[src/bed_pkg.sv]
// Shared types, constants and control structs for the battery energy dispatcher.
// Used by every module under src; depends on nothing.
`default_nettype none

package bed_pkg;

    localparam int EnergyW = 24;
    localparam int LevelW  = 23;
    localparam int ProdW   = 48;
    localparam int QuotW   = 25;
    localparam int RemW    = 24;
    localparam int StepW   = 5;
    localparam int CfgIdxW = 2;

    localparam logic [StepW-1:0] DivSteps = StepW'(QuotW);

    // Levels are percent with 16 fraction bits.
    localparam logic [LevelW-1:0]  LvlFloor = 23'd65536;
    localparam logic [LevelW-1:0]  LvlCeil  = 23'd6488064;
    // Energy per level unit is capacity / PctScale.
    localparam logic [EnergyW-1:0] PctScale = 24'd6553600;

    localparam logic [EnergyW-1:0] CapReset   = 24'd160000;
    localparam logic [EnergyW-1:0] LimitReset = 24'd7800;
    localparam logic [LevelW-1:0]  LevelReset = 23'd3276800;

    typedef enum logic [CfgIdxW-1:0] {
        REG_CAPACITY = 2'd0,
        REG_LIMIT    = 2'd1,
        REG_INIT_LVL = 2'd2
    } cfg_index_t;

    typedef struct packed {
        logic [EnergyW-1:0] consumption_energy;
        logic [EnergyW-1:0] generation_energy;
    } in_item_t;

    typedef struct packed {
        logic [EnergyW-1:0] grid_purchase;
        logic [EnergyW-1:0] battery_discharge;
        logic [EnergyW-1:0] battery_charge;
        logic [EnergyW-1:0] grid_sale;
        logic [EnergyW-1:0] self_supply;
        logic [LevelW-1:0]  battery_level_pct;
    } out_item_t;

    // Commands from the controller to the datapath.
    typedef struct packed {
        logic load_item;
        logic mul_span;
        logic div_init;
        logic div_step;
        logic div_by_cap;
        logic decide;
        logic scale;
        logic finish;
    } ctrl_cmd_t;

    // Status from the datapath to the controller.
    typedef struct packed {
        logic at_ceil;
        logic skip_scale;
        logic out_free;
    } ctrl_sts_t;

endpackage

`default_nettype wire

[src/battery_energy_dispatch.sv]
// Top level of the battery energy dispatcher: configuration registers and wiring.
// Depends on bed_pkg, bed_ctrl and bed_datapath.
//
// Usage. Each beat on the s_ channel carries one metering interval's consumption
// and generation energy. The block answers every input beat with exactly one
// beat on the m_ channel holding purchase, discharge, charge, sale, self-supply
// and the new battery level. Items are processed one at a time.
//
// Sequence. A full item runs a level-span multiply, a 25-step serial division
// to turn the span into energy, and a second 25-step division to turn the moved
// energy back into a level change. The serial divider yields one quotient bit
// per cycle. When no rescale is needed (battery exhausted or nothing moved) the
// second division is skipped; a surplus with the level already at the ceiling
// skips both divisions.
//
// Stalls. The result sits in an output register, so the next input beat is
// accepted while a result waits; if the previous result is still not taken when
// the next one is ready, the block holds in its final step until m_ready.
//
// Reset. aresetn (synchronous, active low) loads the register reset values and
// sets the level to LevelReset. Writing the initial level register
// also reloads the level at once. The configuration port is ready outside reset
// and should be written only while the block is idle.
`default_nettype none

module battery_energy_dispatch (
    input  wire logic                         aclk,
    input  wire logic                         aresetn,
    input  wire logic                         s_valid,
    output logic                              s_ready,
    input  wire bed_pkg::in_item_t            s_data,
    output logic                              m_valid,
    input  wire logic                         m_ready,
    output bed_pkg::out_item_t                m_data,
    input  wire logic                         cfg_valid,
    output logic                              cfg_ready,
    input  wire logic [bed_pkg::CfgIdxW-1:0]  cfg_index,
    input  wire logic [bed_pkg::EnergyW-1:0]  cfg_data
);
    import bed_pkg::*;

    logic [EnergyW-1:0] capacity_reg;
    logic [EnergyW-1:0] limit_reg;
    logic               cfg_write;
    logic               level_load;
    ctrl_cmd_t          cmd;
    ctrl_sts_t          sts;

    assign cfg_ready  = aresetn;
    assign cfg_write  = cfg_valid && cfg_ready;
    // The initial level itself is only needed at the moment it is written, so
    // it goes straight into the level register inside the datapath.
    assign level_load = cfg_write && (cfg_index_t'(cfg_index) == REG_INIT_LVL);

    always_ff @(posedge aclk) begin
        if (!aresetn) begin
            capacity_reg <= CapReset;
            limit_reg    <= LimitReset;
        end else if (cfg_write) begin
            unique case (cfg_index_t'(cfg_index))
                REG_CAPACITY: capacity_reg <= cfg_data;
                REG_LIMIT:    limit_reg    <= cfg_data;
                default: begin
                    // The initial level is handled above; other indexes are ignored.
                end
            endcase
        end
    end

    bed_ctrl u_ctrl (
        .aclk       (aclk),
        .aresetn    (aresetn),
        .item_valid (s_valid),
        .item_ready (s_ready),
        .sts        (sts),
        .cmd        (cmd)
    );

    bed_datapath u_datapath (
        .aclk         (aclk),
        .aresetn      (aresetn),
        .cmd          (cmd),
        .sts          (sts),
        .item         (s_data),
        .capacity     (capacity_reg),
        .power_limit  (limit_reg),
        .level_load   (level_load),
        .level_value  (cfg_data[LevelW-1:0]),
        .result       (m_data),
        .result_valid (m_valid),
        .result_ready (m_ready)
    );

endmodule

`default_nettype wire

[src/bed_div.sv]
// Serial restoring divider, one quotient bit per step, shared by both conversions.
// Depends on bed_pkg. The dividend must be below divisor * 2**QuotW.
`default_nettype none

module bed_div (
    input  wire logic                         aclk,
    input  wire logic                         init,
    input  wire logic                         step,
    input  wire logic [bed_pkg::ProdW-1:0]    dividend,
    input  wire logic [bed_pkg::EnergyW-1:0]  divisor,
    output logic      [bed_pkg::QuotW-1:0]    quotient
);
    import bed_pkg::*;

    logic [RemW-1:0]  rem_reg, rem_next;
    logic [QuotW-1:0] quo_reg, quo_next;
    logic [RemW:0]    trial;
    logic [RemW:0]    diff;
    logic             fits;

    always_comb begin
        trial    = {rem_reg, quo_reg[QuotW-1]};
        diff     = trial - {1'b0, divisor};
        fits     = (trial >= {1'b0, divisor});
        rem_next = rem_reg;
        quo_next = quo_reg;
        if (init) begin
            rem_next = RemW'(dividend[ProdW-1:QuotW]);
            quo_next = dividend[QuotW-1:0];
        end else if (step) begin
            rem_next = fits ? diff[RemW-1:0] : trial[RemW-1:0];
            quo_next = {quo_reg[QuotW-2:0], fits};
        end
    end

    always_ff @(posedge aclk) begin
        rem_reg <= rem_next;
        quo_reg <= quo_next;
    end

    assign quotient = quo_reg;

endmodule

`default_nettype wire

[src/bed_datapath.sv]
// Datapath: item registers, span multiplier, min/exhaustion logic, level update
// and the output register. Depends on bed_pkg and bed_div.
`default_nettype none

module bed_datapath (
    input  wire logic                         aclk,
    input  wire logic                         aresetn,
    input  wire bed_pkg::ctrl_cmd_t           cmd,
    output bed_pkg::ctrl_sts_t                sts,
    input  wire bed_pkg::in_item_t            item,
    input  wire logic [bed_pkg::EnergyW-1:0]  capacity,
    input  wire logic [bed_pkg::EnergyW-1:0]  power_limit,
    input  wire logic                         level_load,
    input  wire logic [bed_pkg::LevelW-1:0]   level_value,
    output bed_pkg::out_item_t                result,
    output logic                              result_valid,
    input  wire logic                         result_ready
);
    import bed_pkg::*;

    logic [EnergyW-1:0] gen_reg, diff_reg, amount_reg;
    logic [LevelW-1:0]  span_reg, level_reg;
    logic [ProdW-1:0]   prod_reg;
    logic               deficit_reg, at_ceil_reg, exhausted_reg, skip_reg;
    logic               valid_reg;
    out_item_t          out_reg;

    logic [QuotW-1:0]   quotient;
    logic               deficit;
    logic [LevelW-1:0]  span;
    logic [EnergyW-1:0] lim;
    logic               exhausted;
    logic [EnergyW-1:0] amount;
    logic [QuotW-1:0]   delta;
    logic [LevelW-1:0]  level_new;
    out_item_t          res;

    bed_div u_div (
        .aclk     (aclk),
        .init     (cmd.div_init),
        .step     (cmd.div_step),
        .dividend (prod_reg),
        .divisor  (cmd.div_by_cap ? capacity : PctScale),
        .quotient (quotient)
    );

    // Span of level to convert: above the floor on a deficit, below the ceiling on a surplus.
    always_comb begin
        deficit = (item.consumption_energy >= item.generation_energy);
        if (deficit) begin
            span = (level_reg > LvlFloor) ? level_reg - LvlFloor : '0;
        end else begin
            span = (level_reg >= LvlCeil) ? '0 : LvlCeil - level_reg;
        end
    end

    // Energy moved is the least of need, limit and what the battery can take or give.
    always_comb begin
        lim       = (diff_reg < power_limit) ? diff_reg : power_limit;
        exhausted = (quotient < {1'b0, lim});
        amount    = exhausted ? quotient[EnergyW-1:0] : lim;
    end

    always_comb begin
        delta = skip_reg ? '0 : quotient;
        res   = '0;
        if (deficit_reg) begin
            if (exhausted_reg) begin
                level_new = LvlFloor;
            end else if (level_reg >= LvlFloor) begin
                level_new = (QuotW'(level_reg - LvlFloor) > delta)
                          ? level_reg - delta[LevelW-1:0] : LvlFloor;
            end else begin
                level_new = level_reg;
            end
            res.grid_purchase     = diff_reg - amount_reg;
            res.battery_discharge = amount_reg;
        end else if (at_ceil_reg) begin
            level_new     = LvlCeil;
            res.grid_sale = diff_reg;
        end else begin
            if (exhausted_reg) begin
                level_new = LvlCeil;
            end else begin
                level_new = (QuotW'(LvlCeil - level_reg) > delta)
                          ? level_reg + delta[LevelW-1:0] : LvlCeil;
            end
            res.battery_charge = amount_reg;
            res.grid_sale      = diff_reg - amount_reg;
        end
        res.self_supply = gen_reg + res.battery_discharge - res.grid_sale
                        - res.battery_charge;
        res.battery_level_pct = level_new;
    end

    always_ff @(posedge aclk) begin
        if (cmd.load_item) begin
            gen_reg     <= item.generation_energy;
            deficit_reg <= deficit;
            at_ceil_reg <= !deficit && (level_reg >= LvlCeil);
            span_reg    <= span;
            diff_reg    <= deficit ? item.consumption_energy - item.generation_energy
                                   : item.generation_energy - item.consumption_energy;
        end
        if (cmd.mul_span) begin
            prod_reg <= ProdW'(span_reg) * ProdW'(capacity);
        end else if (cmd.scale) begin
            // amount * 6553600 + capacity / 2, with 6553600 = (64 + 32 + 4) << 16.
            prod_reg <= {2'b0, amount_reg, 22'b0} + {3'b0, amount_reg, 21'b0}
                      + {6'b0, amount_reg, 18'b0} + {25'b0, capacity[EnergyW-1:1]};
        end
        if (cmd.decide) begin
            amount_reg    <= amount;
            exhausted_reg <= exhausted;
            skip_reg      <= exhausted || (amount == '0);
        end
        if (cmd.finish) begin
            out_reg <= res;
        end
    end

    always_ff @(posedge aclk) begin
        if (!aresetn) begin
            level_reg <= LevelReset;
            valid_reg <= 1'b0;
        end else begin
            if (level_load) begin
                level_reg <= level_value;
            end else if (cmd.finish) begin
                level_reg <= level_new;
            end
            if (cmd.finish) begin
                valid_reg <= 1'b1;
            end else if (result_ready) begin
                valid_reg <= 1'b0;
            end
        end
    end

    assign sts.at_ceil    = at_ceil_reg;
    assign sts.skip_scale = skip_reg;
    assign sts.out_free   = !valid_reg || result_ready;
    assign result         = out_reg;
    assign result_valid   = valid_reg;

endmodule

`default_nettype wire

[src/bed_ctrl.sv]
// Controller state machine sequencing multiply, two serial divisions and the update.
// Depends on bed_pkg.
`default_nettype none

module bed_ctrl (
    input  wire logic                 aclk,
    input  wire logic                 aresetn,
    input  wire logic                 item_valid,
    output logic                      item_ready,
    input  wire bed_pkg::ctrl_sts_t   sts,
    output bed_pkg::ctrl_cmd_t        cmd
);
    import bed_pkg::*;

    typedef enum logic [8:0] {
        ST_IDLE   = 9'b000000001,
        ST_SPAN   = 9'b000000010,
        ST_LOAD1  = 9'b000000100,
        ST_DIV1   = 9'b000001000,
        ST_DECIDE = 9'b000010000,
        ST_SCALE  = 9'b000100000,
        ST_LOAD2  = 9'b001000000,
        ST_DIV2   = 9'b010000000,
        ST_FINISH = 9'b100000000
    } state_t;

    state_t           state_reg, state_next;
    logic [StepW-1:0] step_reg, step_next;
    logic             last_step;

    assign last_step = (step_reg == DivSteps - 1'b1);

    always_comb begin
        state_next = state_reg;
        step_next  = step_reg;
        cmd        = '0;
        item_ready = 1'b0;
        unique case (state_reg)
            ST_IDLE: begin
                // No beat is taken while reset is held.
                item_ready = aresetn;
                if (item_valid && item_ready) begin
                    cmd.load_item = 1'b1;
                    state_next    = ST_SPAN;
                end
            end
            ST_SPAN: begin
                cmd.mul_span = 1'b1;
                state_next   = sts.at_ceil ? ST_FINISH : ST_LOAD1;
            end
            ST_LOAD1: begin
                cmd.div_init = 1'b1;
                step_next    = '0;
                state_next   = ST_DIV1;
            end
            ST_DIV1: begin
                cmd.div_step = 1'b1;
                step_next    = step_reg + 1'b1;
                if (last_step) begin
                    state_next = ST_DECIDE;
                end
            end
            ST_DECIDE: begin
                cmd.decide = 1'b1;
                state_next = ST_SCALE;
            end
            ST_SCALE: begin
                cmd.scale  = 1'b1;
                state_next = sts.skip_scale ? ST_FINISH : ST_LOAD2;
            end
            ST_LOAD2: begin
                cmd.div_init   = 1'b1;
                cmd.div_by_cap = 1'b1;
                step_next      = '0;
                state_next     = ST_DIV2;
            end
            ST_DIV2: begin
                cmd.div_step   = 1'b1;
                cmd.div_by_cap = 1'b1;
                step_next      = step_reg + 1'b1;
                if (last_step) begin
                    state_next = ST_FINISH;
                end
            end
            ST_FINISH: begin
                if (sts.out_free) begin
                    cmd.finish = 1'b1;
                    state_next = ST_IDLE;
                end
            end
            default: begin
                state_next = ST_IDLE;
            end
        endcase
    end

    always_ff @(posedge aclk) begin
        if (!aresetn) begin
            state_reg <= ST_IDLE;
            step_reg  <= '0;
        end else begin
            state_reg <= state_next;
            step_reg  <= step_next;
        end
    end

endmodule

`default_nettype wire
[config.mk]
export PLATFORM = sky130hd
export DESIGN_NAME = battery_energy_dispatch
export DESIGN_NICKNAME = d
export VERILOG_FILES = /design/src/bed_pkg.sv /design/src/battery_energy_dispatch.sv /design/src/bed_div.sv /design/src/bed_datapath.sv /design/src/bed_ctrl.sv
export SDC_FILE = /design/constraint.sdc
export NUM_CORES = 2
export LEC_CHECK = 0
export BUFFER_PORTS_ARGS = -buffer_cell sky130_fd_sc_hd__buf_2
export CAP_MARGIN = 15
export CORE_MARGIN = 5
export CORE_UTILIZATION = 65
export CTS_CLUSTER_DIAMETER = 40
export DETAILED_ROUTE_END_ITERATION = 10
export GPL_TIMING_DRIVEN = 0
export PLACE_DENSITY = 0.93
export SLEW_MARGIN = 0
export SYNTH_ARGS = -nofsm -noshare
export SYNTH_HDL_FRONTEND = slang
export SYNTH_HIERARCHICAL = 1
export SYNTH_SLANG_ARGS = --single-unit
[constraint.sdc]
create_clock -name aclk -period 10.83 [get_ports aclk]
set_input_delay 1.083 -clock aclk [delete_from_list [all_inputs] [get_ports aclk]]
set_output_delay 1.083 -clock aclk [all_outputs]
set_load 0.02 [all_outputs]
---- After elaboration in Yosys (flattened, before gate mapping) ----
Index checks and enable logic that the tools add are counted.
word-level totals
  register bits after elaboration ......... 425
  bits of input ports ..................... 79
  output and inout port bits .............. 146
  word-level logic and storage cells ...... 138
operators by class
  add/subtract/negate cells ............... 17
  multipliers ............................. 1
  $lt $le $gt $ge ......................... 9
  equal/unequal tests ..................... 16
  mux-type cells .......................... 49
  reduce and logical (&&, ||, !) cells .... 21
operators with widths
  operator                                                                               count
  23-bit two-way mux                                                                     14
  24-bit two-way mux                                                                     8
  24-bit subtractor                                                                      6
  47-bit two-way mux                                                                     2
  9-bit one-hot mux with 9 select lines                                                  1
  25-bit two-way mux                                                                     3
  9-bit two-way mux                                                                      6
  25-bit greater-than comparator                                                         2
  48-bit by 23-bit adder with 48-bit output                                              1
  48-bit by 42-bit adder with 48-bit output                                              1
  48-bit two-way mux                                                                     1
  46-bit by 45-bit adder with 47-bit output                                              1
  23-bit by 24-bit multiplier with 47-bit output                                         1
  25-bit by 24-bit greater-or-equal comparator with 1-bit output                         1
  25-bit by 24-bit < comparator with 1-bit output                                        1
  24-bit adder                                                                           1
  24-bit greater-or-equal comparator                                                     1
  24-bit logical NOT                                                                     1
  24-bit < comparator                                                                    1
  23-bit by 17-bit subtractor with 24-bit output, second input constant                  1
  23-bit by 23-bit subtractor with 24-bit output, first input constant                   1
  23-bit adder                                                                           1
  23-bit by 17-bit greater-or-equal comparator with 1-bit output, second input constant  1
  23-bit greater-or-equal comparator, second input constant                              1
  other kinds (29)                                                                       55

---- Depth between registers and ports, before layout ----
  depth after elaboration ................. 8
  depth in mapped cells ................... 27
  gate-level depth less buffers ........... 27

---- Cells and area by module ----
Netlist, hierarchy kept.
by module, submodules not included
  module                   instances  cells an instance  area each (sq um)
  bed_datapath             1          4676               43357.8
  bed_div                  1          388                3818.7
  battery_energy_dispatch  1          201                1954.4
  bed_ctrl                 1          107                892.1

---- Worst setup path before layout ----
OpenSTA, ideal clock, no wires.
  kind .................................... input to register
  from .................................... in m_ready
  to ...................................... reg u_datapath.level_reg[13]
  library setup time ...................... 0.117 ns
  arrival ................................. 8.402 ns
  data required time ...................... 10.713 ns
  setup slack ............................. 2.311 ns
  cell stages on the path ................. 8
  path through ............................ nand2b_1 -> inv_1 -> nor2_1 -> inv_2 -> clkbuf_1 -> a21oi_1 -> o31ai_1 -> o211a_1
RTL lines
  item                    RTL line                       RTL
  start: declaration      battery_energy_dispatch.sv:33  input wire logic m_ready,
  end signal: assignment  bed_datapath.sv:124            level_reg <= LevelReset;
  end signal: assignment  bed_datapath.sv:128            level_reg <= level_value;
  end signal: assignment  bed_datapath.sv:130            level_reg <= level_new;
  end: declaration        bed_datapath.sv:22             logic [LevelW-1:0] span_reg, level_reg;

---- Worst setup path in the final report ----
  from .................................... reg capacity_reg[13]
  to ...................................... reg u_datapath.prod_reg[42] (data pin)
between the ends
  word-level cells in the longest chain between the ends .. 3
RTL lines
  item                                                                                                    RTL line                       RTL
  start: declaration                                                                                      battery_energy_dispatch.sv:42  logic [EnergyW-1:0] capacity_reg;
  start signal: assignment                                                                                battery_energy_dispatch.sv:57  capacity_reg <= CapReset;
  start signal: assignment                                                                                battery_energy_dispatch.sv:61  REG_CAPACITY: capacity_reg <= cfg_data;
  parallel branches: the longest is 2 deep, another holds 23-bit by 24-bit multiplier with 47-bit output  n/a
  47-bit two-way mux (*)                                                                                  bed_datapath.sv:105            if (cmd.mul_span) begin
  end signal: assignment                                                                                  bed_datapath.sv:106            prod_reg <= ProdW'(span_reg) * ProdW'(capacity);
  end signal: assignment                                                                                  bed_datapath.sv:109            prod_reg <= {2'b0, amount_reg, 22'b0} + {3'b0, amount_reg, 21'b0}
  end: declaration                                                                                        bed_datapath.sv:23             logic [ProdW-1:0] prod_reg;
Mark *: on every way between the ends. The select of a mux whose other input is x is not followed.
A chain may end at the register's enable or synchronous reset.

==> reports/qor_table.md <==
| Parameter | This run | Unit |
|:---|:---|:---|
| Hold violation count in the final report | 0 | - |
| Headroom to the max-slew limit | 13.9 | % |
| Fraction of post-synthesis cell area in the top cell type by area | 21.4 | % |
| Time the final worst path needs with I/O delays and setup | 9550 | ps |
| Overall fraction of global-route tracks in use | 40.8 | % |
| Count of maximum capacitance violations | 0 | - |
| Total area of multi-input combinational cells | 34,000 | um2 |
| TritonCTS sink count | 425 | - |
| Post-DR wirelength/cell | 25.4 | um |
| Detail Placement HPWL | 135,000 | um |
| Cell type with the highest aggregate area in the netlist | fa_1 | - |
| Fraction of the core area covered by cells at the end of the flow | 72.0 | % |
| Count of H-tree levels built during CTS | 2 | - |
| Prevailing post-synth register cell | edfxtp_1 | - |
| Synthesis-stage register bit count | 425 | - |
| Final clock skew | 78.5 | ps |
| Ports | 225 | - |
| Cell area after placement | 52,600 | um2 |
| Starting utilization of the core area | 65.8 | % |
| Maximum clock frequency | 105 | MHz |
| RSZ-0062 raised after global routing | false | - |
| Residual DRC count | 0 | - |
| Std-Cell Rows | 101 | - |
| Data arrival, critical path | 9880 | ps |
| Number of buffers created by CTS | 61 | - |
| Dominant cells by area after synthesis | fa_1 (21%), edfxtp_1 (20%), ha_1 (12%) | - |
| Worst setup path class | reg -> reg | - |
| Highest ir drop seen on vdd | 0.370 | mV |
| DIE AREA | 82,600 | um2 |
| Source-to-sink clock delay at the later pin of the worst-skew pair | 660 | ps |
| Placer Congestion | 1.04 | - |
| Total of cells resized after clock tree synthesis | 0 | - |
| Final instance area | 54,800 | um2 |
| Syn Area/Cell | 9.31 | um2 |
| First-pass GRT wire length | 258,000 | um |
| DRT Wirelength | 172,000 | um |
| Die height | 287 | um |
| Count of pins over their slew limit | 0 | - |
| Horiz. Die Dim | 287 | um |
| Number of enable flip-flop cells after synthesis | 337 | - |
| Async SR Flop Fraction | 0 | % |
| Pwr dens | 186 | nW/um2 |
| Count of hold buffers inserted by post-cts repair | 0 | - |
| Via density per instance | 6.49 | - |
| TritonCTS clock tree | built | - |
| Setup-violating endpoint count in the final report | 0 | - |
| Flip-flop count of the largest register after layout | 143 | - |
| Initial antenna violation count | 10 | - |
| Kind of start point of the critical path | register | - |
| Via count | 43,800 | - |
| Worst slew pin tran | 1290 | ps |
| Most common cell in the netlist | inv_1 | - |
| DRC marker count from the first detailed-route iteration | 5,957 | - |
| Classification of the worst-slack hold path | reg -> reg | - |
| Clock transition at the registers of the reported paths | 60 | ps |
| Maximum number of pins on one net before global-route repair | 66 | - |
| Top cells by instance count after synthesis | inv_1 (820), nand2_1 (599), fa_1 (534), ha_1 (480), edfxtp_1 (337) | - |
| Number of instances in the synthesized netlist | 5,372 | - |
| Outcome | finished clean | - |
| Critical Path End Type | register | - |
| Congestion Overflow GR | 0 | - |
| Nets | 6,760 | - |
| Cell area after synthesis | 50,000 | um2 |
| Cell variety after synth | 107 | - |
| Pre-antenna DRT Iters | 6 | - |
| Filler cell count in the final layout | 5,429 | - |
| Register area share after synthesis | 23.8 | % |
| Number of antenna-violating nets in the routed design | 0 | - |
| Number of buffers inserted to repair setup after CTS | 0 | - |
| Leak pwr | 25.4 | nW |
| Count of synthesis-stage warnings from yosys | 6 | - |
| Via count of the first global-routing pass | 44,400 | - |
| Post-synth net total | 6,465 | - |
| Largest buffer count on any clock path | 3 | - |
| Required time of the worst setup path | 11,170 | ps |
| Clk Tree Root Cell | clkbuf_16 | - |
| Register area | 11,900 | um2 |
| Tcrit/Tclk final | 88.2 | % |
| Layout Area Growth over Synthesis | 9.46 | % |
| Critical path peak fanout | 10 | - |
| Port-buffer cells | 224 | - |
| Share of final-layout standard cells stronger than drive strength 1 | 8.57 | % |
| Core area | 76,100 | um2 |
==> layout make-up <==
type	instances	area share, %
Clock inverter	46	0.951
Antenna cell	7	0.0320
Multi-Input combinational cell	3881	62.1
Inverter	824	5.65
Tap cell	1030	2.35
Clock buffer	68	2.91
Sequential cell	425	21.7
Buffer	242	1.89
Timing Repair Buffer	232	2.37
==> final timing paths <==
path / start / to / slack [ps] / cells past startpoint
min: limit_reg[21] / limit_reg[21] / 480 / 2
min reg2reg: limit_reg[21] / limit_reg[21] / 480 / 2
max: capacity_reg[13] / u_datapath/prod_reg[42] / 1280 / 21
max reg2reg: capacity_reg[13] / u_datapath/prod_reg[42] / 1280 / 21
==> cell usage in the layout (no fill, tap or decap), types with 29 or more instances in the layout <==
cell       instances
dfxtp_1           88
fa_1             534
a21oi_1          294
o21ai_0          167
nand2_1          599
buf_2            245
a31oi_1           33
xor2_1            75
nand2b_1          83
nor2_1           230
o211ai_1          30
nand4_1           35
o21a_1            29
mux2i_1           92
nor3_1            68
o21bai_1          40
ha_1             480
edfxtp_1         337
mux2_2            52
a21o_1           117
inv_1            820
nand3_1           54
and2_1           285
clkbuf_16         63
nor2b_1           44
a211oi_1          35
clkbuf_1         204
xnor2_1          126
==> power breakdown <==
group	internal, W	total (W)	leakage, nW	switching [W]
Clock	0.00119	0.00205	1.03	0.000854
Sequential	0.00184	0.00193	3.79	0.0000859
Combinational	0.00216	0.00620	20.6	0.00404
Total	0.00520	0.0102	25.4	0.00498
==> metal layers <==
layer	vias to the layer above	global-route usage (%)	share of wire [%]
met5	-	0	0.041
met4	6	26.4	8.5
met3	916	12.5	14
met2	3409	62.3	43
met1	21000	50.6	34
li1	18500	-	-
==> logic make-up (layout without fill, tap and decap cells) <==
kind of cell,Yosys count,after routing,share of synthesized area (%)
adder cells (fa/ha/maj),1014,1014,33.4
AND/OR/NAND/NOR,1570,1570,15.7
buffers and inverters,1066,1412,8.25
flip-flops,425,425,23.8
other,0,7,0
AO/OA/AOI/OAI,950,950,12.4
XOR/XNOR,201,201,3.52
multiplexers,146,146,3.06
==> per-stage QoR <==
stage               setup WS [ps]  hold WS, ps  instances  total power (W)  setup TNS (ps)
floorplan                    2310          431       5372          0.00579               0
global placement            -1860          463       6626          0.00765          -89120
detailed placement           1770          470       6632          0.00778               0
CTS                          1780          478       6746          0.00987               0
global route                 1300          506       6750           0.0107               0
finish                       1280          479       6755           0.0102               0
==> critical path, cell delays in order, from the launching register on <==
cell      delay, ps
dfxtp_1        1010
clkbuf_1        790
nand2_1         190
fa_1            550
fa_1            580
fa_1            450
fa_1            520
inv_1            50
fa_1            480
fa_1            560
inv_1            60
fa_1            530
inv_1            40
ha_1            360
and3_1          330
nand3_1         130
a211oi_1        580
o21ai_1         370
o41ai_1         810
a21oi_1         220
o21ai_0         350
o221ai_1        280
(Power assumes the default switching activity.)
